**config.mk**
```make
export PLATFORM = sky130hd
export DESIGN_NAME = js_whitespace_comment_stripper
export DESIGN_NICKNAME = d
export VERILOG_FILES = /design/src/jswcs_pkg.sv /design/src/jswcs_core.sv /design/src/jswcs_outq.sv /design/src/js_whitespace_comment_stripper.sv
export SDC_FILE = /design/constraint.sdc
export NUM_CORES = 1
export LEC_CHECK = 0
export BUFFER_PORTS_ARGS = -buffer_cell sky130_fd_sc_hd__buf_2
export CORE_MARGIN = 2
export CORE_UTILIZATION = 60
export CTS_CLUSTER_SIZE = 20
export DETAILED_ROUTE_END_ITERATION = 10
export PLACE_DENSITY = 0.79
export SYNTH_ARGS = -nofsm -noshare
export SYNTH_HDL_FRONTEND = slang
export SYNTH_SLANG_ARGS = --single-unit
```
**constraint.sdc**
```tcl
create_clock -name i_clk -period 7.5 [get_ports i_clk]
set_clock_uncertainty 0.05 [all_clocks]
set_input_delay 1.5 -clock i_clk [delete_from_list [all_inputs] [get_ports i_clk]]
set_output_delay 1.5 -clock i_clk [all_outputs]
set_load 0.01 [all_outputs]
```
**src/jswcs_pkg.sv**
```systemverilog
// ----------------------------------------------------------------------------
// jswcs_pkg
// Shared types and constants for the script whitespace and comment stripper.
// ----------------------------------------------------------------------------
`default_nettype none

package jswcs_pkg;

    localparam int QDEPTH = 4;
    localparam int QAW    = 2;
    localparam int QLW    = 3;

    localparam logic [7:0] CH_LF    = 8'h0A;
    localparam logic [7:0] CH_TAB   = 8'h09;
    localparam logic [7:0] CH_CR    = 8'h0D;
    localparam logic [7:0] CH_SPACE = 8'h20;
    localparam logic [7:0] CH_SEMI  = 8'h3B;
    localparam logic [7:0] CH_LBRC  = 8'h7B;
    localparam logic [7:0] CH_RBRC  = 8'h7D;
    localparam logic [7:0] CH_LPAR  = 8'h28;
    localparam logic [7:0] CH_RPAR  = 8'h29;
    localparam logic [7:0] CH_LBRK  = 8'h5B;
    localparam logic [7:0] CH_RBRK  = 8'h5D;
    localparam logic [7:0] CH_COMMA = 8'h2C;
    localparam logic [7:0] CH_DOT   = 8'h2E;
    localparam logic [7:0] CH_DQUOT = 8'h22;
    localparam logic [7:0] CH_SQUOT = 8'h27;
    localparam logic [7:0] CH_BSL   = 8'h5C;
    localparam logic [7:0] CH_SLASH = 8'h2F;

    // Results produced by one input transaction, in stream order.
    typedef struct packed {
        logic [1:0] count;
        logic [7:0] first_chr;
        logic [7:0] second_chr;
    } t_emit;

    typedef struct packed {
        logic           room;
        logic [QLW-1:0] level;
    } t_q_stat;

endpackage

`default_nettype wire

```
**src/jswcs_core.sv**
```systemverilog
// ----------------------------------------------------------------------------
// jswcs_core
// Scanner state and per-byte decode: up to two kept bytes per transaction.
// ----------------------------------------------------------------------------
`default_nettype none

module jswcs_core
    import jswcs_pkg::*;
(
    input  wire logic       i_clk,
    input  wire logic       i_rst_n,
    input  wire logic       i_fire,
    input  wire logic [7:0] i_byte,
    input  wire logic       i_last,
    output t_emit           o_emit
);

    localparam logic [1:0] MODE_NORMAL  = 2'd0;
    localparam logic [1:0] MODE_STRING  = 2'd1;
    localparam logic [1:0] MODE_TRIM    = 2'd2;
    localparam logic [1:0] MODE_COMMENT = 2'd3;

    logic [1:0] r_mode, n_mode;
    logic [7:0] r_quote, n_quote;
    logic       r_esc, n_esc;
    logic       r_slash, n_slash;

    logic       do_norm;
    logic       emit_slash;
    logic       emit_b;
    logic       tail_slash;
    logic       is_space;
    logic       is_trig;

    always_comb begin
        is_space = i_byte inside {CH_LF, CH_TAB, CH_CR, CH_SPACE};
        is_trig  = i_byte inside {CH_SEMI, CH_LBRC, CH_RBRC, CH_LPAR, CH_RPAR,
                                  CH_LBRK, CH_RBRK, CH_COMMA, CH_DOT};
        n_mode     = r_mode;
        n_quote    = r_quote;
        n_esc      = r_esc;
        n_slash    = r_slash;
        do_norm    = 1'b0;
        emit_slash = 1'b0;
        emit_b     = 1'b0;
        tail_slash = 1'b0;

        if (r_esc) begin
            emit_b = 1'b1;
            n_esc  = 1'b0;
        end else begin
            case (r_mode)
                MODE_STRING: begin
                    emit_b = 1'b1;
                    if (i_byte == CH_BSL) begin
                        n_esc = 1'b1;
                    end else if (i_byte == r_quote) begin
                        n_mode  = MODE_NORMAL;
                        n_quote = 8'h00;
                    end
                end
                MODE_COMMENT: begin
                    if (i_byte == CH_LF) begin
                        n_mode = MODE_TRIM;
                    end
                end
                MODE_TRIM: begin
                    do_norm = !is_space;
                end
                default: begin
                    if (r_slash) begin
                        n_slash = 1'b0;
                        if (i_byte == CH_SLASH) begin
                            n_mode = MODE_COMMENT;
                        end else begin
                            emit_slash = 1'b1;
                            do_norm    = 1'b1;
                        end
                    end else begin
                        do_norm = 1'b1;
                    end
                end
            endcase
        end

        if (do_norm) begin
            if (i_byte == CH_BSL) begin
                emit_b = 1'b1;
                n_esc  = 1'b1;
                n_mode = MODE_NORMAL;
            end else if (i_byte == CH_DQUOT || i_byte == CH_SQUOT) begin
                emit_b  = 1'b1;
                n_quote = i_byte;
                n_mode  = MODE_STRING;
            end else if (i_byte == CH_SLASH) begin
                n_slash = 1'b1;
                n_mode  = MODE_NORMAL;
            end else if (is_trig) begin
                emit_b = 1'b1;
                n_mode = MODE_TRIM;
            end else begin
                emit_b = 1'b1;
                n_mode = MODE_NORMAL;
            end
        end

        if (i_last) begin
            tail_slash = n_slash;
            n_mode     = MODE_NORMAL;
            n_quote    = 8'h00;
            n_esc      = 1'b0;
            n_slash    = 1'b0;
        end

        o_emit.count      = 2'({1'b0, emit_slash}) + 2'({1'b0, emit_b})
                          + 2'({1'b0, tail_slash});
        o_emit.first_chr  = emit_slash ? CH_SLASH : (emit_b ? i_byte : CH_SLASH);
        o_emit.second_chr = (emit_slash && emit_b) ? i_byte : CH_SLASH;
    end

    always_ff @(posedge i_clk) begin
        if (!i_rst_n) begin
            r_mode  <= MODE_NORMAL;
            r_quote <= 8'h00;
            r_esc   <= 1'b0;
            r_slash <= 1'b0;
        end else if (i_fire) begin
            r_mode  <= n_mode;
            r_quote <= n_quote;
            r_esc   <= n_esc;
            r_slash <= n_slash;
        end
    end

endmodule

`default_nettype wire

```
**src/jswcs_outq.sv**
```systemverilog
// ----------------------------------------------------------------------------
// jswcs_outq
// Result queue: takes up to two bytes per cycle, delivers one per cycle unless stalled.
// ----------------------------------------------------------------------------
`default_nettype none

module jswcs_outq
    import jswcs_pkg::*;
(
    input  wire logic       i_clk,
    input  wire logic       i_rst_n,
    input  wire logic       i_push,
    input  wire t_emit      i_emit,
    output t_q_stat         o_stat,
    output logic            o_valid,
    input  wire logic       i_stall,
    output logic [7:0]      o_out_byte,
    output logic            o_last_of_run
);

    logic [8:0]     r_mem [QDEPTH];
    logic [QAW-1:0] r_wp, n_wp;
    logic [QAW-1:0] r_rp, n_rp;
    logic [QLW-1:0] r_level, n_level;
    logic [1:0]     push_cnt;
    logic           pop;

    assign push_cnt      = i_push ? i_emit.count : 2'd0;
    assign o_valid       = (r_level != '0);
    assign pop           = o_valid && !i_stall;
    assign o_out_byte    = r_mem[r_rp][8:1];
    assign o_last_of_run = r_mem[r_rp][0];
    assign o_stat.room   = (r_level <= QLW'(QDEPTH - 2));
    assign o_stat.level  = r_level;

    always_comb begin
        n_wp    = r_wp + QAW'(push_cnt);
        n_rp    = r_rp + QAW'(pop);
        n_level = r_level + QLW'(push_cnt) - QLW'(pop);
    end

    always_ff @(posedge i_clk) begin
        if (push_cnt != 2'd0) begin
            r_mem[r_wp] <= {i_emit.first_chr, push_cnt == 2'd1};
        end
        if (push_cnt == 2'd2) begin
            r_mem[r_wp + QAW'(1)] <= {i_emit.second_chr, 1'b1};
        end
    end

    always_ff @(posedge i_clk) begin
        if (!i_rst_n) begin
            r_wp    <= '0;
            r_rp    <= '0;
            r_level <= '0;
        end else begin
            r_wp    <= n_wp;
            r_rp    <= n_rp;
            r_level <= n_level;
        end
    end

endmodule

`default_nettype wire

```
**src/js_whitespace_comment_stripper.sv**
```systemverilog
// ----------------------------------------------------------------------------
// js_whitespace_comment_stripper
// Streaming script minifier: drops line comments and whitespace after
// punctuation, passes strings and escapes through untouched.
//
//   channel | valid   | stall   | payload
//   --------+---------+---------+----------------------------
//   input   | i_valid | o_stall | i_in_byte, i_is_last
//   output  | o_valid | i_stall | o_out_byte, o_last_of_run
//
// One input transaction per cycle while the input is not stalled; a kept byte
// passes the input register, then the result queue, before it is offered.
// A transaction yielding two bytes is delivered one byte at a time; the
// one-byte-per-cycle output, when not stalled, sets the sustained rate under such bursts.
// Synchronous active-low reset clears scanner state and empties the queue.
// Input stalls only while the registered transaction waits for queue room.
// ----------------------------------------------------------------------------
`default_nettype none

module js_whitespace_comment_stripper
    import jswcs_pkg::*;
(
    input  wire logic       i_clk,
    input  wire logic       i_rst_n,
    input  wire logic       i_valid,
    output logic            o_stall,
    input  wire logic [7:0] i_in_byte,
    input  wire logic       i_is_last,
    output logic            o_valid,
    input  wire logic       i_stall,
    output logic [7:0]      o_out_byte,
    output logic            o_last_of_run
);

    logic       r_in_valid;
    logic [7:0] r_in_byte;
    logic       r_in_last;
    logic       in_acc;
    logic       fire;
    t_emit      emit;
    t_q_stat    qstat;

    assign fire    = r_in_valid && qstat.room;
    assign o_stall = r_in_valid && !qstat.room;
    assign in_acc  = i_valid && !o_stall;

    always_ff @(posedge i_clk) begin
        if (!i_rst_n) begin
            r_in_valid <= 1'b0;
        end else if (in_acc) begin
            r_in_valid <= 1'b1;
        end else if (fire) begin
            r_in_valid <= 1'b0;
        end
    end

    always_ff @(posedge i_clk) begin
        if (in_acc) begin
            r_in_byte <= i_in_byte;
            r_in_last <= i_is_last;
        end
    end

    jswcs_core u_core (
        .i_clk   (i_clk),
        .i_rst_n (i_rst_n),
        .i_fire  (fire),
        .i_byte  (r_in_byte),
        .i_last  (r_in_last),
        .o_emit  (emit)
    );

    jswcs_outq u_outq (
        .i_clk         (i_clk),
        .i_rst_n       (i_rst_n),
        .i_push        (fire),
        .i_emit        (emit),
        .o_stat        (qstat),
        .o_valid       (o_valid),
        .i_stall       (i_stall),
        .o_out_byte    (o_out_byte),
        .o_last_of_run (o_last_of_run)
    );

`ifndef SYNTHESIS
    a_level_bound: assert property (@(posedge i_clk) disable iff (!i_rst_n)
        qstat.level <= QLW'(QDEPTH))
        else $error("result queue overflow");

    a_held_txn: assert property (@(posedge i_clk) disable iff (!i_rst_n)
        (r_in_valid && !qstat.room) |=> (r_in_valid && $stable(r_in_byte)))
        else $error("waiting transaction lost");

    a_reset_empty: assert property (@(posedge i_clk)
        $past(!i_rst_n) |-> (!o_valid && !r_in_valid))
        else $error("not empty after reset");
`endif

endmodule

`default_nettype wire

```
---- Word-level counts from Yosys, hierarchy flattened ----
Memories as Yosys holds them, arrays and structs flattened. A register that Yosys moved wholly into a read port is not among the register bits.
Index checks and enable logic that the tools add are counted.
operators by class
  add/subtract/negate cells ............... 7
  $lt $le $gt $ge ......................... 1
  equal/unequal tests ..................... 28
  muxes and demuxes ....................... 59
  reduce and logical (&&, ||, !) cells .... 20
operators with widths
  operator                                               number
  2-to-1 mux 8 bit                                       11
  == test 8 x 6 -> 1 bit, second input constant          9
  == test 8 x 7 -> 1 bit, second input constant          5
  2-to-1 mux 1 bit                                       32
  2-to-1 mux 2 bit                                       14
  == test 8 x 4 -> 1 bit, second input constant          3
  nonzero test 5 bit                                     2
  nonzero test 9 bit                                     1
  == test 8 bit                                          1
  inequality test 4 x 2 -> 1 bit, second input constant  2
  AND reduction 8 bit                                    1
  == test 2 bit, second input constant                   3
  one-hot mux 2 bit (3 select lines)                     1
  logical AND 1 bit                                      5
  adder 2 x 1 -> 2 bit                                   2
  == test 2 x 1 -> 1 bit, second input constant          2
  zero test 1 bit                                        4
  inequality test 4 x 3 -> 1 bit, second input constant  1
  nonzero test 2 bit                                     2
  nonzero test 4 bit                                     1
  adder 3 x 2 -> 3 bit                                   1
  <= comparator 3 x 2 -> 1 bit, second input constant    1
  inequality test 3 x 2 -> 1 bit, second input constant  1
  inequality test 3 bit, second input constant           1
  9 further kinds                                        9
word-level totals
  register bits ........................... 29
  memory bits (writable) .................. 36
  output and inout bits ................... 11
  logic and storage cells ................. 126
  memories ................................ 1
memory list
  name          depth  bits a word  read ports  clocked after Yosys merged registers in  wr ports  RTL line          RTL
  u_outq.r_mem  4      9            1           1                                        2         jswcs_outq.sv:21  logic [8:0] r_mem [QDEPTH];

---- Logic depth before layout (Yosys ltp) ----
Gate-level depths: netlist of run 1.
  depth after elaboration ................. 14
  depth in mapped cells ................... 16

---- Cells and area by module ----
From an unflattened synthesis of run 1, not the netlist that was laid out.
second synthesis, totals
  cells, all modules ...................... 309
  area total of the unflattened synthesis .. 3,609.7 um^2
modules (own cells, without submodules)
  module                          instances  cells an instance  area each (um^2)
  jswcs_outq                      1          159                2,235.9
  jswcs_core                      1          136                1,049.8
  js_whitespace_comment_stripper  1          14                 324.1

---- Worst setup path before layout of run 1 ----
Ideal clock, no wire load.
  kind .................................... register to register
  start ................................... reg r_in_byte[4]
  end ..................................... reg u_outq.r_level[2]
  arrival time ............................ 3.466 ns
  data required time ...................... 7.335 ns
  slack ................................... 3.869 ns
  cell stages (with the launch flop) ...... 15
  path buffers ............................ 1
  clock period less this slack ............ 3.631 ns
  path through ............................ edfxtp_1 > or4b_4 > a211o_1 > nand3_1 > o21ai_0 > a21oi_1 > fa_1 > clkbuf_1 > nor2_1 > ha_1 > inv_1 > fa_1 > xor2_1 > xnor2_1 > and2_1
on the way
  word-level cells in the longest chain between the ends .. 11
  elaborated cells on any way between the ends .. 32
ends and longest elaborated chain
  item                                                             RTL line                              RTL
  start: declaration                                               js_whitespace_comment_stripper.sv:36  logic [7:0] r_in_byte;
  start signal: assignment                                         js_whitespace_comment_stripper.sv:59  r_in_byte <= i_in_byte;
  == test 8 x 6 -> 1 bit (tied with other cells)                   jswcs_core.sv:73, jswcs_core.sv:95
  2-to-1 mux 1 bit / nonzero test 4 bit (equally long branches)    jswcs_core.sv:73, jswcs_core.sv:36
  2-to-1 mux 1 bit / zero test 1 bit (equally long branches)       jswcs_core.sv:71, jswcs_core.sv:68
  one-hot mux 1 bit (2 select lines)                               jswcs_core.sv:52                      case (r_mode)
  2-to-1 mux 1 bit                                                 jswcs_core.sv:48                      if (r_esc) begin
  2-to-1 mux 1 bit                                                 jswcs_core.sv:86                      if (do_norm) begin
  adder 1 x 1 -> 2 bit / 2-to-1 mux 1 bit (equally long branches)  jswcs_core.sv:115, jswcs_core.sv:107
  adder 2 x 1 -> 2 bit (*)                                         jswcs_core.sv:116                     + 2'({1'b0, tail_slash});
  2-to-1 mux 2 bit (*)                                             jswcs_outq.sv:28                      assign push_cnt = i_push ? i_emit.count : 2'd0;
  adder 3 x 2 -> 3 bit (*)                                         jswcs_outq.sv:39                      n_level = r_level + QLW'(push_cnt) - QLW'(pop);
  subtractor 3 x 1 -> 3 bit (*)                                    jswcs_outq.sv:39
  end signal: assignment                                           jswcs_outq.sv:59                      r_level <= n_level;
  end: declaration                                                 jswcs_outq.sv:24                      logic [QLW-1:0] r_level, n_level;
Mark *: on every way between the ends. The rest lies on a longest branch, timed or not.
A chain may end at the register's enable or synchronous reset.

---- Final worst setup path of run 1 ----
  start ................................... reg r_in_byte[2]
  end ..................................... reg u_outq.r_level[2]
The elaborated chain is that of the path after synthesis.

==> run summary, run 1 <==
Worst hold path class: flop to flop. Total power for the finished layout comes to 0.942 mW. STA classifies the critical path startpoint as a flop. The part of the Yosys area used for sequential elements was 50.0%. Main combinational cell family by area after synthesis: simple AND/OR/NAND/NOR gates. The minimum clock period is 4030 ps.

The first global-routing pass estimated 11800 um of wire. The global placement routability congestion is 0.910, and the global-route usage over all layers is 24.7%. The share of synthesized area spent on multiplexers works out to 6.21%. The tools report the kind of end point of the critical path as a flop. The tools report the final net count as 366.

Of the total synthesized cell area, the portion taken by full adders, half adders and majority gates is 3.00%. Share of cells above drive strength 1: 15.7%. Along the worst path, the maximum fanout reaches 14. In this run the tightest slew margin relative to its limit is 27.2%. Setup repair after global routing left no endpoint under its margin. Final count of hold timing violations: 0. The slowest stage of the critical path belongs to the cell edfxtp_1. For the number of max-cap violations, the log shows 0. For the worst setup path, the data required time is 7700 ps. Ranked by total cell area, the synthesized netlist is headed by edfxtp_1 (36%), dfxtp_1 (14%), mux4_2 (5.9%). The run gives 4230 ps as the arrival time of data at the critical path endpoint. Once layout is complete, the utilization of the core stands at 68.0%.

The tree is rooted in a clkbuf_8. The number of I/O port buffers was 23; the vertical extent of the die was 79.5 um. Buffers added to address setup during post-CTS repair amount to 0. Counting stages on the worst path, the most repeated cell is fa_1. In this run the most critical hold path is launched from u_core.r_quote[7]. VDD sags by at most 0.000215 V.

The top-level I/O count was 24; the antenna diode count was 0. The region available for standard cell placement spans 0.00551 mm2. The worst register-to-register path begins at r_in_byte[2].

The setup violation total in the final timing report was 0. Static leakage: 1.40 nW. Entering global routing, the biggest net connects 22 pins. For this run, the leading register cell type out of synthesis is edfxtp_1. The count of state elements after synthesis came out at 65. The horizontal extent of the die was 79.5 um. For this run, the top clock speed supported by timing is 0.248 GHz. Counting the fill cells in the layout gives 437.

Dividing total power by cell area gives a power density of 252 mW/mm2. With fillers left out, the area of the finished cells amounts to 0.00374 mm2. The post-route fraction of the period consumed by the critical path is 53.8%, and the clock buffer count from CTS is 9. Counting flops with a built-in enable in the synthesized netlist gives 41. For this configuration, the core starts out at a cell density of 62.2%. The count of routing violations after the opening detailed-route iteration came out at 236. The final-report max-slew violation count came out at 0. For the pin with the worst max-slew slack, the measured transition is 1090 ps. The most critical setup path has its startpoint at r_in_byte[2].

The average instance in the mapped netlist occupies 10.3 um2. The clock reaches the later pin of the worst-skew pair after 350 ps. The setup path with the least slack is of type flop to flop.

The fraction of synthesis flops using an asynchronous set or reset pin is 0%, and the number of antenna violations at the first check in global routing is 0. The post-synthesis net count came out at 351. Hold timing on the final database bottoms out at a slack of 401 ps. The signal on the critical path passes through or3b_2 > a211o_1 > nand3_1 > o21ai_0 > a21oi_1 > fa_1 > nor2_1 > ha_1 > inv_1 > fa_1 > xor2_1 > xnor2_1 > and2_1. The post-synthesis compound-gate area fraction is 10.5%, and the basic-gate share of the synthesized area counting and, or, nand and nor cells is 23.0%. For the cell area after synthesis, the log shows 0.00342 mm2.

TritonCTS built the clock tree. The run gives 0 ps as the total negative slack. The via count of the first global-routing pass is 2424, and the area share of the leading cell type in the synthesized netlist is 36.0%. Number of synthesis warnings: 0. Before antenna repair, the detailed router went through 7 iterations. The run gives 0 as the number of buffers inserted for hold repair after clock tree synthesis.

The flow ran to the end, and the final reports show no timing, DRC or antenna violations. The post-place instance area was 0.00355 mm2. Summed over all instances, the cell type with the most area after synthesis is edfxtp_1. The longest clock path from root to sink contains 2 buffers.

The run gives 5060 um as the placed wire-length estimate after detailed placement. The average wire per standard cell is 16.5 um, and the total via count after detailed routing is 2554. The floorplan has 27 rows. The aggregate routed wire length came out at 6990 um. The logs give 331 for the cell count after synthesis and 65 for the number of sinks driven by the clock tree. In the routed layout, each cell is associated on average with a via count of 6.04.

The area growth from synthesis to layout is 9.32%. For this run, design rule violations remaining after detail routing come to 0. The xor and xnor area share after synthesis is 3.84%. The count of H-tree levels built during CTS is 3, and the number of nets with antenna violations after detailed routing is 0. For this run, the slowest stage of the critical path takes 600 ps.

The run gives 0 as the number of instances resized during post-cts repair. The floorplan step defined a die boundary enclosing 0.00633 mm2. The overall overflow remaining after global route was 0; the clock slew seen by the registers of the worst setup and hold paths was 70 ps. Count of unique library cells instantiated by Yosys: 54.
final cells by class:
type	instances	area (um2)	share of cell area [%]
timing repair buffer	23	115	3.08
clock inverter	3	40.0	1.07
multi-input combinational	236	1600	42.6
tap	72	90.1	2.41
sequential	65	1710	45.7
inverter	11	41.3	1.10
clock buffer	13	149	3.98
per-stage QoR:
| step | worst slack (ps) | cells |
|---|---|---|
| 2_1_floorplan | 3870 | 331 |
| 3_3_place_gp | 3510 | 407 |
| 3_5_place_dp | 3490 | 407 |
| 4_1_cts | 3470 | 423 |
| 5_1_grt | 3180 | 423 |
| 6_report | 3470 | 423 |
registers in the layout, summed over array words and instances (netlist names):
signal,cells
r_in_byte,8
u_outq.r_rp,2
r_in_valid,1
u_core.r_mode,2
u_core.r_quote,8
r_in_last,1
u_outq.r_wp,2
u_core.r_esc,1
u_outq.r_mem,36
u_outq.r_level,3
u_core.r_slash,1
final timing paths:
check | slack, ps | end | cells past startpoint
worst min register to register | 400 | u_core.r_quote[7] | 2
worst max-delay path | 3470 | u_outq.r_level[2] | 13
worst max register to register | 3470 | u_outq.r_level[2] | 13
worst min-delay path | 400 | u_core.r_quote[7] | 2
where the power goes:
part | total (mW) | internal [mW] | switching [mW]
Clock | 0.291 | 0.162 | 0.129
Sequential | 0.459 | 0.414 | 0.0453
Combinational | 0.191 | 0.100 | 0.0910
Total | 0.942 | 0.676 | 0.266
layer usage:
layer | vias to the layer above | wire, um | global-route usage (%)
met5 | - | 0 | 0
met1 | 1206 | 3160 | 33.9
met2 | 102 | 3290 | 38.0
li1 | 1233 | - | -
met3 | 13 | 389 | 5.20
met4 | 0 | 155 | 10.9
cell usage after synthesis, drive strengths merged (10+ instances only):
master and count:
inv 11, nand2 50, nand3 28, nor2b 13, a21oi 11, edfxtp 41, dfxtp 24, clkbuf 15
and2 17, xnor2 12, o21ai 10, nor2 14
worst max-delay path, delay by kind of cell (launching register included):
family | cells | cell delay (ps)
fa+ha+maj | 3 | 1160
flops | 1 | 600
simple gates | 4 | 1130
compound gates | 3 | 670
xor+xnor | 2 | 280
buf+inv | 1 | 50
layout by cell type, fill, tap and decap left out, types with 3 or more instances in the layout:
| master | Yosys | final |
|---|---|---|
| nand2_1 | 50 | 50 |
| nand2b_1 | 4 | 4 |
| dfxtp_1 | 24 | 24 |
| nor3_1 | 5 | 5 |
| nand3_1 | 28 | 28 |
| a31o_2 | 3 | 3 |
| o22ai_1 | 7 | 7 |
| ha_1 | 5 | 5 |
| clkbuf_1 | 15 | 3 |
| inv_1 | 11 | 11 |
| o21ai_0 | 9 | 9 |
| edfxtp_1 | 41 | 41 |
| nand4_1 | 6 | 6 |
| and2_1 | 16 | 16 |
| mux4_2 | 9 | 9 |
| xnor2_1 | 12 | 12 |
| nor2_1 | 14 | 14 |
| clkbuf_8 | 0 | 10 |
| nor2b_1 | 13 | 13 |
| xor2_1 | 3 | 3 |
| buf_2 | 3 | 23 |
| a21oi_1 | 11 | 11 |
kinds of logic after synthesis:
family | after synthesis
compound gates | 51
xor+xnor | 15
fa+ha+maj | 7
buf+inv | 30
flops | 65
mux | 10
simple gates | 153
Power figures use the tool's default switching activity.
==> run 2: changes to the inputs <==
==> constraint.sdc (replaced) <==
create_clock -name i_clk -period 4.13 [get_ports i_clk]
set_clock_uncertainty 0.05 [all_clocks]
set_input_delay 0.826 -clock i_clk [delete_from_list [all_inputs] [get_ports i_clk]]
set_output_delay 0.826 -clock i_clk [all_outputs]
set_load 0.01 [all_outputs]
==> run summary, run 2 (synthesis results as in run 1) <==
The insertion delay to the later sink of the worst-skew pair was 350 ps (about the same); the minimum clock period was 3860 ps (was 4030 ps). The average wire per standard cell works out to 16.4 um (was 16.5 um). The logs give 0.483 mW (was 0.266 mW) for the net load switching power and 426 (was 437) for the number of filler instances in the final layout. The tools report the maximum number of buffers from clock root to sink as 2 (unchanged).

The register with the most flip-flops was u_outq.r_mem (unchanged). The synthesis-to-layout area growth was 10.2% (was 9.32%). Switching part of the total power: 29.5% (was 28.2%). The run gives 22 (unchanged) as the pin count of the biggest net entering global routing.

The largest fanout on the critical path came out at 10 (was 14). The run gives 0 (unchanged) as the number of buffers inserted for hold repair after clock tree synthesis. The cell internal power dissipation is 1.16 mW (was 0.676 mW), and the worst IR drop on VDD is 0.000360 V (was 0.000215 V). Largest registers ranked by flip-flop count: u_outq.r_mem x36, r_in_byte x8, u_core.r_quote x8 (unchanged). The number of sinks driven by the clock tree was 65 (unchanged).

For the global-route usage over all layers, the log shows 25.3% (was 24.7%). The tools report the final count of hold timing violations as 0 (unchanged). The top-level I/O count was 24 (unchanged).

The delay contributed by the slowest stage of the critical path was 620 ps (was 600 ps); the via count of the first global-routing pass was 2383 (was 2424). The family of cells with the greatest summed delay on the critical path was adder cells (unchanged). The final net count came out at 374 (was 366). The total number of placement rows came out at 27 (unchanged).

The clock buffer count from CTS was 9 (unchanged). Worst hold path class: flop to flop (unchanged). The layer with the highest usage was met2 (unchanged). The logs give 3.39% (was 5.20%) for the met3 routing resource usage after global routing and 0 (unchanged) for the number of nets with antenna violations after detailed routing. The most common cell after layout, fill and taps aside is nand2_1 (unchanged). The logs give 264 (was 236) for the count of routing violations after the opening detailed-route iteration and 4060 ps (was 4230 ps) for the arrival time of data at the critical path endpoint. Category of the worst setup path launch point: a flop (unchanged).

The classification of the worst setup path is flop to flop (unchanged). The share of cells above drive strength 1 works out to 17.8% (was 15.7%). The post-route fraction of the period consumed by the critical path was 93.5% (was 53.8%); the placed wire-length estimate after detailed placement was 5150 um (was 5060 um). Worst path cell trace: or4b_4 > a211o_1 > nand3_1 > o21ai_0 > a21oi_1 > fa_1 > nor2_2 > ha_1 > inv_1 > fa_1 > xor2_1 > xnor2_1 > and2_1 (was or3b_2 > a211o_1 > nand3_1 > o21ai_0 > a21oi_1 > fa_1 > nor2_1 > ha_1 > inv_1 > fa_1 > xor2_1 > xnor2_1 > and2_1). Commonest cells after routing, fill and taps aside: nand2_1 (50), edfxtp_1 (41), nand3_1 (28) (unchanged). The post-place instance area was 0.00360 mm2 (was 0.00355 mm2). The number of flip-flops under the largest register name was 36 (unchanged). The clock root buffer is clkbuf_8 (unchanged). The number of buffer and inverter stages on the critical path is 1 (unchanged). TritonCTS built the clock tree. The sequential group share of total power was 50.3% (was 48.8%). Antenna diode count: 0 (unchanged). The transition time at the pin with the least slew margin was 857 ps (was 1090 ps). The logs give 7060 um (was 6990 um) for the aggregate routed wire length and 62.2% (unchanged) for the effective utilization at floorplan.

Most frequent cell on the critical path: fa_1 (unchanged). The via density per instance works out to 5.98 (was 6.04). The logs give 0 (unchanged) for the final-report max-slew violation count and 0 (unchanged) for the overall overflow remaining after global route. The tools report the total negative slack as 0 ps (unchanged). The tools report the number of iterations in the first detailed-routing pass as 5 (was 7). The logs give 0 (unchanged) for the DRC violation count after routing and 42.8% (was 27.2%) for the worst slew margin relative to its limit. The run finished with clean final reports. The clock network fraction of total power was 26.9% (was 30.9%); the first-pass GRT wire length was 12000 um (was 11800 um). The global routing met1 resource utilization came out at 35.1% (was 33.9%). The logs give 0.00633 mm2 (unchanged) for the area enclosed by the die boundary and 0.00551 mm2 (unchanged) for the total core area. The number of antenna violations at the first check in global routing was 0 (unchanged). The tools report the kind of end point of the critical path as a flop (unchanged). The count of H-tree levels built during CTS is 3 (unchanged). For the area of all placed cells without fillers, the log shows 0.00377 mm2 (was 0.00374 mm2). The number of I/O port buffers came out at 23 (unchanged). The cell with the largest stage delay on the worst path is or4b_4 (was edfxtp_1). The vertical extent of the die works out to 79.5 um (unchanged). The horizontal extent of the die is 79.5 um (unchanged). The clock slew seen by the registers of the worst setup and hold paths is 70 ps (about the same).

The run gives 0 (unchanged) as the setup violation total in the final timing report. The maximum operating frequency came out at 0.259 GHz (was 0.248 GHz). The tools report the power share of the combinational group as 22.7% (was 20.3%). The total via count after detailed routing was 2576 (was 2554). The cell area power density works out to 434 mW/mm2 (was 252 mW/mm2). Global placement routability congestion: 0.855 (was 0.910). Setup repair after global routing left no endpoint under its margin. For the number of max-cap violations, the log shows 0 (unchanged). The required time at the worst-slack endpoint came out at 4320 ps (was 7700 ps). For the met2 track utilization from global routing, the log shows 39.1% (was 38.0%). For the static leakage, the log shows 1.42 nW (was 1.40 nW).
==> run 2: final cells by class <==
cell class,instances,area [um2],share of cell area (%)
clock buffers,12,135,3.58
clock inverters,4,21.3,0.564
inverters,11,41.3,1.09
multi-input cells,236,1600,42.4
flip-flops and latches,65,1710,45.4
well taps,72,90.1,2.39
repair buffers,31,175,4.64
==> run 2: what timing repair did <==
action / 4_1_cts / 5_1_grt
endpoints found under the hold margin: 0 / 0
endpoints found under the setup margin: 0 / 1
setup buffers: 0 / 2
gates resized for setup: 0 / 2
==> run 2: per-stage QoR <==
stage / cells / util (%) / hold slack (ps) / worst slack (ps) / power [mW]
2_1_floorplan: 331 / - / 372 / 499 / 1.09
3_3_place_gp: 413 / 65.3 / 386 / 364 / 1.19
3_5_place_dp: 413 / 65.3 / 388 / 233 / 1.21
4_1_cts: 429 / 68.2 / 399 / 206 / 1.65
5_1_grt: 431 / 68.5 / 413 / 62.4 / 1.73
6_report: 431 / 68.5 / 401 / 268 / 1.64
==> run 2: path summary, 6_finish.rpt <==
| check | slack, ps | startpoint | end | cells past startpoint |
|---|---|---|---|---|
| hold / removal | 400 | u_core.r_quote[3] | u_core.r_quote[3] | 2 |
| setup reg to reg | 270 | r_in_byte[4] | u_outq.r_level[2] | 13 |
| setup / recovery | 270 | r_in_byte[4] | u_outq.r_level[2] | 13 |
| hold reg to reg | 400 | u_core.r_quote[3] | u_core.r_quote[3] | 2 |
==> run 2: power by group through the flow <==
stage / clock network, mW / registers [mW] / logic [mW]
after floorplan: 0 / 0.786 / 0.308
after global placement: 0 / 0.837 / 0.356
after detailed placement: 0 / 0.842 / 0.369
after CTS: 0.447 / 0.828 / 0.371
after global routing: 0.474 / 0.838 / 0.422
final: 0.442 / 0.825 / 0.373
==> run 2: routing by layer <==
metal	wire (um)	vias to the layer above	part of all wire [%]
met2	3350	81	47
met3	310	18	4.4
met4	189	0	2.7
li1	-	1244	-
met5	0	-	0
met1	3210	1233	45
==> run 2: tightest hold or removal path, stage by stage (launching register included) <==
cell and delay, ps:
dfxtp_1 320, nand2_1 60, nor2_1 30
==> run 3: changes to the inputs <==
--- a/config.mk
+++ b/config.mk
@@ -5,6 +5,7 @@
 export SDC_FILE = /design/constraint.sdc
 export NUM_CORES = 1
 export LEC_CHECK = 0
+export ABC_AREA = 1
 export BUFFER_PORTS_ARGS = -buffer_cell sky130_fd_sc_hd__buf_2
 export CORE_MARGIN = 2
 export CORE_UTILIZATION = 60
==> run summary, run 3 <==
The pin count of the biggest net entering global routing is 21 (was 22), and the via density per instance is 5.55 (was 5.98). Post-synthesis net count: 459 (was 351). The post-CTS repair timing setup buffer count is 0 (unchanged). The cell depth of the worst flop-to-flop path works out to 16 (was 13). The number of buffers inserted for hold repair after clock tree synthesis came out at 0 (unchanged). Commonest cells after routing, fill and taps aside: nand2_1 (109), nor2_1 (63), o21ai_0 (49) (was nand2_1 (50), edfxtp_1 (41), nand3_1 (28)). The via count of the first global-routing pass is 2783 (was 2383), and the switching part of the total power is 35.2% (was 29.5%). The tools report the kind of end point of the critical path as a flop (unchanged). The share of cells above drive strength 1 works out to 15.6% (was 17.8%). The flow ran to the end, and the final reports show no timing, DRC or antenna violations. The clock slew seen by the registers of the worst setup and hold paths came out at 70 ps (about the same). Classification of the worst setup path: flop to flop (unchanged). The number of flip-flops under the largest register name is 36 (unchanged).

The cell area after synthesis was 0.00358 mm2 (was 0.00342 mm2); the number of enable flip-flop cells after synthesis was 41 (unchanged). The run gives 0.000337 V (was 0.000360 V) as the worst IR drop on VDD. The worst setup slack after layout was 484 ps (was 268 ps); the cell area power density was 465 mW/mm2 (was 434 mW/mm2).

The category of the worst setup path launch point is a flop (unchanged). For the final-report max-slew violation count, the log shows 0 (unchanged). The horizontal extent of the die is 81.2 um (was 79.5 um). The aggregate routed wire length was 8660 um (was 7060 um). The worst slew margin relative to its limit came out at 54.2% (was 42.8%). The run gives 1.82 mW (was 1.64 mW) as the total power draw. For the top-level I/O count, the log shows 24 (unchanged). Transition time at the pin with the least slew margin: 682 ps (was 857 ps). Family of cells with the greatest summed delay on the critical path: simple AND/OR/NAND/NOR gates (was adder cells). The count of state elements after synthesis works out to 65 (unchanged). Number of sinks driven by the clock tree: 65 (unchanged). Cell with the largest stage delay on the worst path: edfxtp_1 (was or4b_4). The number of standard cells in the final layout excluding fillers was 544 (was 431); the number of antenna violations at the first check in global routing was 0 (unchanged). The tools report the part of the Yosys area used for sequential elements as 47.9% (was 50.0%).

Cell count after placement: 528 (was 413). The logs give 0 (unchanged) for the number of synthesis warnings and 0.00659 mm2 (was 0.00633 mm2) for the area enclosed by the die boundary. The most frequently used flop master after synthesis was edfxtp_1 (unchanged). Cell types with the highest counts after synthesis: nand2_1 (109), nor2_1 (63), o21ai_0 (49) (was nand2_1 (50), edfxtp_1 (41), nand3_1 (28)). For the setup violation total in the final timing report, the log shows 0 (unchanged).

The cell count after synthesis is 439 (was 331). The tools report the clock root buffer as clkbuf_8 (unchanged). The register with the most flip-flops is u_outq.r_mem (unchanged).

The run gives 0 (unchanged) as the antenna diode count. The cell depth of the worst setup path is 16 (was 13), and the final net count is 484 (was 374). The cell internal power dissipation came out at 1.18 mW (was 1.16 mW).

Setup repair after global routing left no endpoint under its margin. The worst hold path class was flop to flop (unchanged). The tools report the number of max-cap violations as 0 (unchanged). The fraction of synthesis flops using an asynchronous set or reset pin was 0% (unchanged). The post-synthesis cell type with the largest combined area is edfxtp_1 (unchanged). Post-route fraction of the period consumed by the critical path: 88.3% (was 93.5%). The clock buffer count from CTS is 9 (unchanged).

Worst path cell trace: inv_2 > nor2_1 > nand2_1 > nor2_2 > nor2_1 > nand2_2 > nand2_4 > nand2_1 > o21ai_1 > nand2_1 > fa_1 > nor2_1 > nor2_1 > nor2_2 > inv_1 > nand2_1 (was or4b_4 > a211o_1 > nand3_1 > o21ai_0 > a21oi_1 > fa_1 > nor2_2 > ha_1 > inv_1 > fa_1 > xor2_1 > xnor2_1 > and2_1). The insertion delay to the later sink of the worst-skew pair was 350 ps (about the same); the first-pass GRT wire length was 13800 um (was 12000 um). The tools report the count of unique library cells instantiated by Yosys as 29 (was 54). The total negative slack was 0 ps (unchanged). The maximum operating frequency was 0.274 GHz (was 0.259 GHz); the number of nets with antenna violations after detailed routing was 0 (unchanged). The number of I/O port buffers was 23 (unchanged); the vertical extent of the die was 81.2 um (was 79.5 um). The logs give 28.9% (was 25.3%) for the global-route usage over all layers and 3620 ps (was 4060 ps) for the arrival time of data at the critical path endpoint. The placed wire-length estimate after detailed placement came out at 6480 um (was 5150 um). The global placement routability congestion was 0.978 (was 0.855). The logs give 0 (unchanged) for the DRC violation count after routing and 30.0% (was 22.7%) for the power share of the combinational group.

The logs give 1.66 nW (was 1.42 nW) for the static leakage and 0 (unchanged) for the number of instances resized during post-cts repair. The count of H-tree levels built during CTS is 3 (unchanged), and the area share of the leading cell type in the synthesized netlist is 34.4% (was 36.0%). The synthesis-to-layout area growth is 9.34% (was 10.2%), and the effective utilization at floorplan is 61.1% (was 62.2%). The maximum number of buffers from clock root to sink came out at 2 (unchanged). Most common cell in the synthesized netlist: nand2_1 (unchanged). TritonCTS built the clock tree. The minimum clock period works out to 3650 ps (was 3860 ps). The sequential group share of total power was 44.3% (was 50.3%); the final count of hold timing violations was 0 (unchanged). The average wire per standard cell works out to 15.9 um (was 16.4 um).

The number of buffer and inverter stages on the critical path came out at 2 (was 1). The number of cells on the worst hold path is 2 (unchanged). The total core area came out at 0.00585 mm2 (was 0.00551 mm2).

The delay contributed by the slowest stage of the critical path came out at 520 ps (was 620 ps). The number of iterations in the first detailed-routing pass came out at 5 (unchanged). The clock network fraction of total power is 25.7% (was 26.9%). The overall overflow remaining after global route was 0 (unchanged). Cells taking the most area after synthesis: edfxtp_1 (34%), dfxtp_1 (13%), nand2_1 (11%) (was edfxtp_1 (36%), dfxtp_1 (14%), mux4_2 (5.9%)). The post-place setup slack came out at 492 ps (was 233 ps). The largest fanout on the critical path is 8 (was 10). Reg-to-reg setup timing slack: 480 ps (was 270 ps). Total number of placement rows: 28 (was 27). The per-instance average area after synthesis was 8.15 um2 (was 10.3 um2); the net load switching power was 0.641 mW (was 0.483 mW). The tools report the count of routing violations after the opening detailed-route iteration as 276 (was 264).

Most common cell after layout, fill and taps aside: nand2_1 (unchanged). The total via count after detailed routing was 3020 (was 2576); the required time at the worst-slack endpoint was 4110 ps (was 4320 ps). The tools report the final design utilization as 66.8% (was 68.5%). Largest registers ranked by flip-flop count: u_outq.r_mem x36, r_in_byte x8, u_core.r_quote x8 (unchanged).
[run 3: changes by cell type in the layout (fill, tap and decap cells not counted), sizes merged, moves of 4 or more]
cell and delta:
buf -7, o21ai +45, nand2 +67, nor2b -13, xnor2 -5, and2 -17
nor2 +59, inv +34, a21oi +4, nand2b -4, mux4 -9
[run 3: final timing paths]
check                          from                 end
setup / recovery       r_in_byte[1]  u_outq.r_mem[3][1]
hold / removal    u_core.r_quote[6]   u_core.r_quote[6]
setup reg to reg       r_in_byte[1]  u_outq.r_mem[3][1]
hold reg to reg   u_core.r_quote[6]   u_core.r_quote[6]
[run 3: area by class of cell]
class	instances	area (um2)
fillers	526	1940
flip-flops and latches	65	1710
multi-input cells	319	1650
inverters	45	169
clock buffers	13	149
repair buffers	24	123
well taps	75	93.8
clock inverters	3	16.3
[run 3: power groups by stage]
stage          Combinational (mW)  Sequential (mW)  Clock (mW)
2_1_floorplan               0.384            0.800           0
3_5_place_dp                0.537            0.818           0
6_report                    0.546            0.805       0.468
4_1_cts                     0.544            0.805       0.470
5_1_grt                     0.607            0.812       0.496
3_3_place_gp                0.530            0.815           0
[run 3: metal layers]
metal  share of wire, %  global-route usage (%)  wire length, um
met4                3.9                    15.3              338
met2                 50                    50.2             4330
met3                6.2                    5.78              535
met1                 40                    33.5             3460
met5                  0                       0                0
[run 3: per-stage QoR]
step                      instance area, um2  hold WS (ps)
after floorplan                         3580           377
after global placement                  3740           386
after detailed placement                3740           401
after CTS                               3910           412
after global routing                    3910           442
final                                   3910           408
[run 3: kinds of logic after synthesis]
group                    Yosys count  synth area share (%)
flip-flops                        65                  47.9
XOR/XNOR                          10                  2.45
buffers and inverters             55                  6.05
AND/OR/NAND/NOR                  223                  29.3
AO/OA/AOI/OAI                     79                  11.5
adder cells (fa/ha/maj)            7                  2.87
[run 3: worst register-to-register path: stages (launching register included)]
cell and delay, ps:
edfxtp_1 520, inv_2 140, nor2_1 60, nand2_1 90, nor2_2 50, nor2_1 110, nand2_2 90, nand2_4 100
nand2_1 90, o21ai_1 250, nand2_1 120, fa_1 500, nor2_1 250, nor2_1 180, nor2_2 280, inv_1 150
nand2_1 280
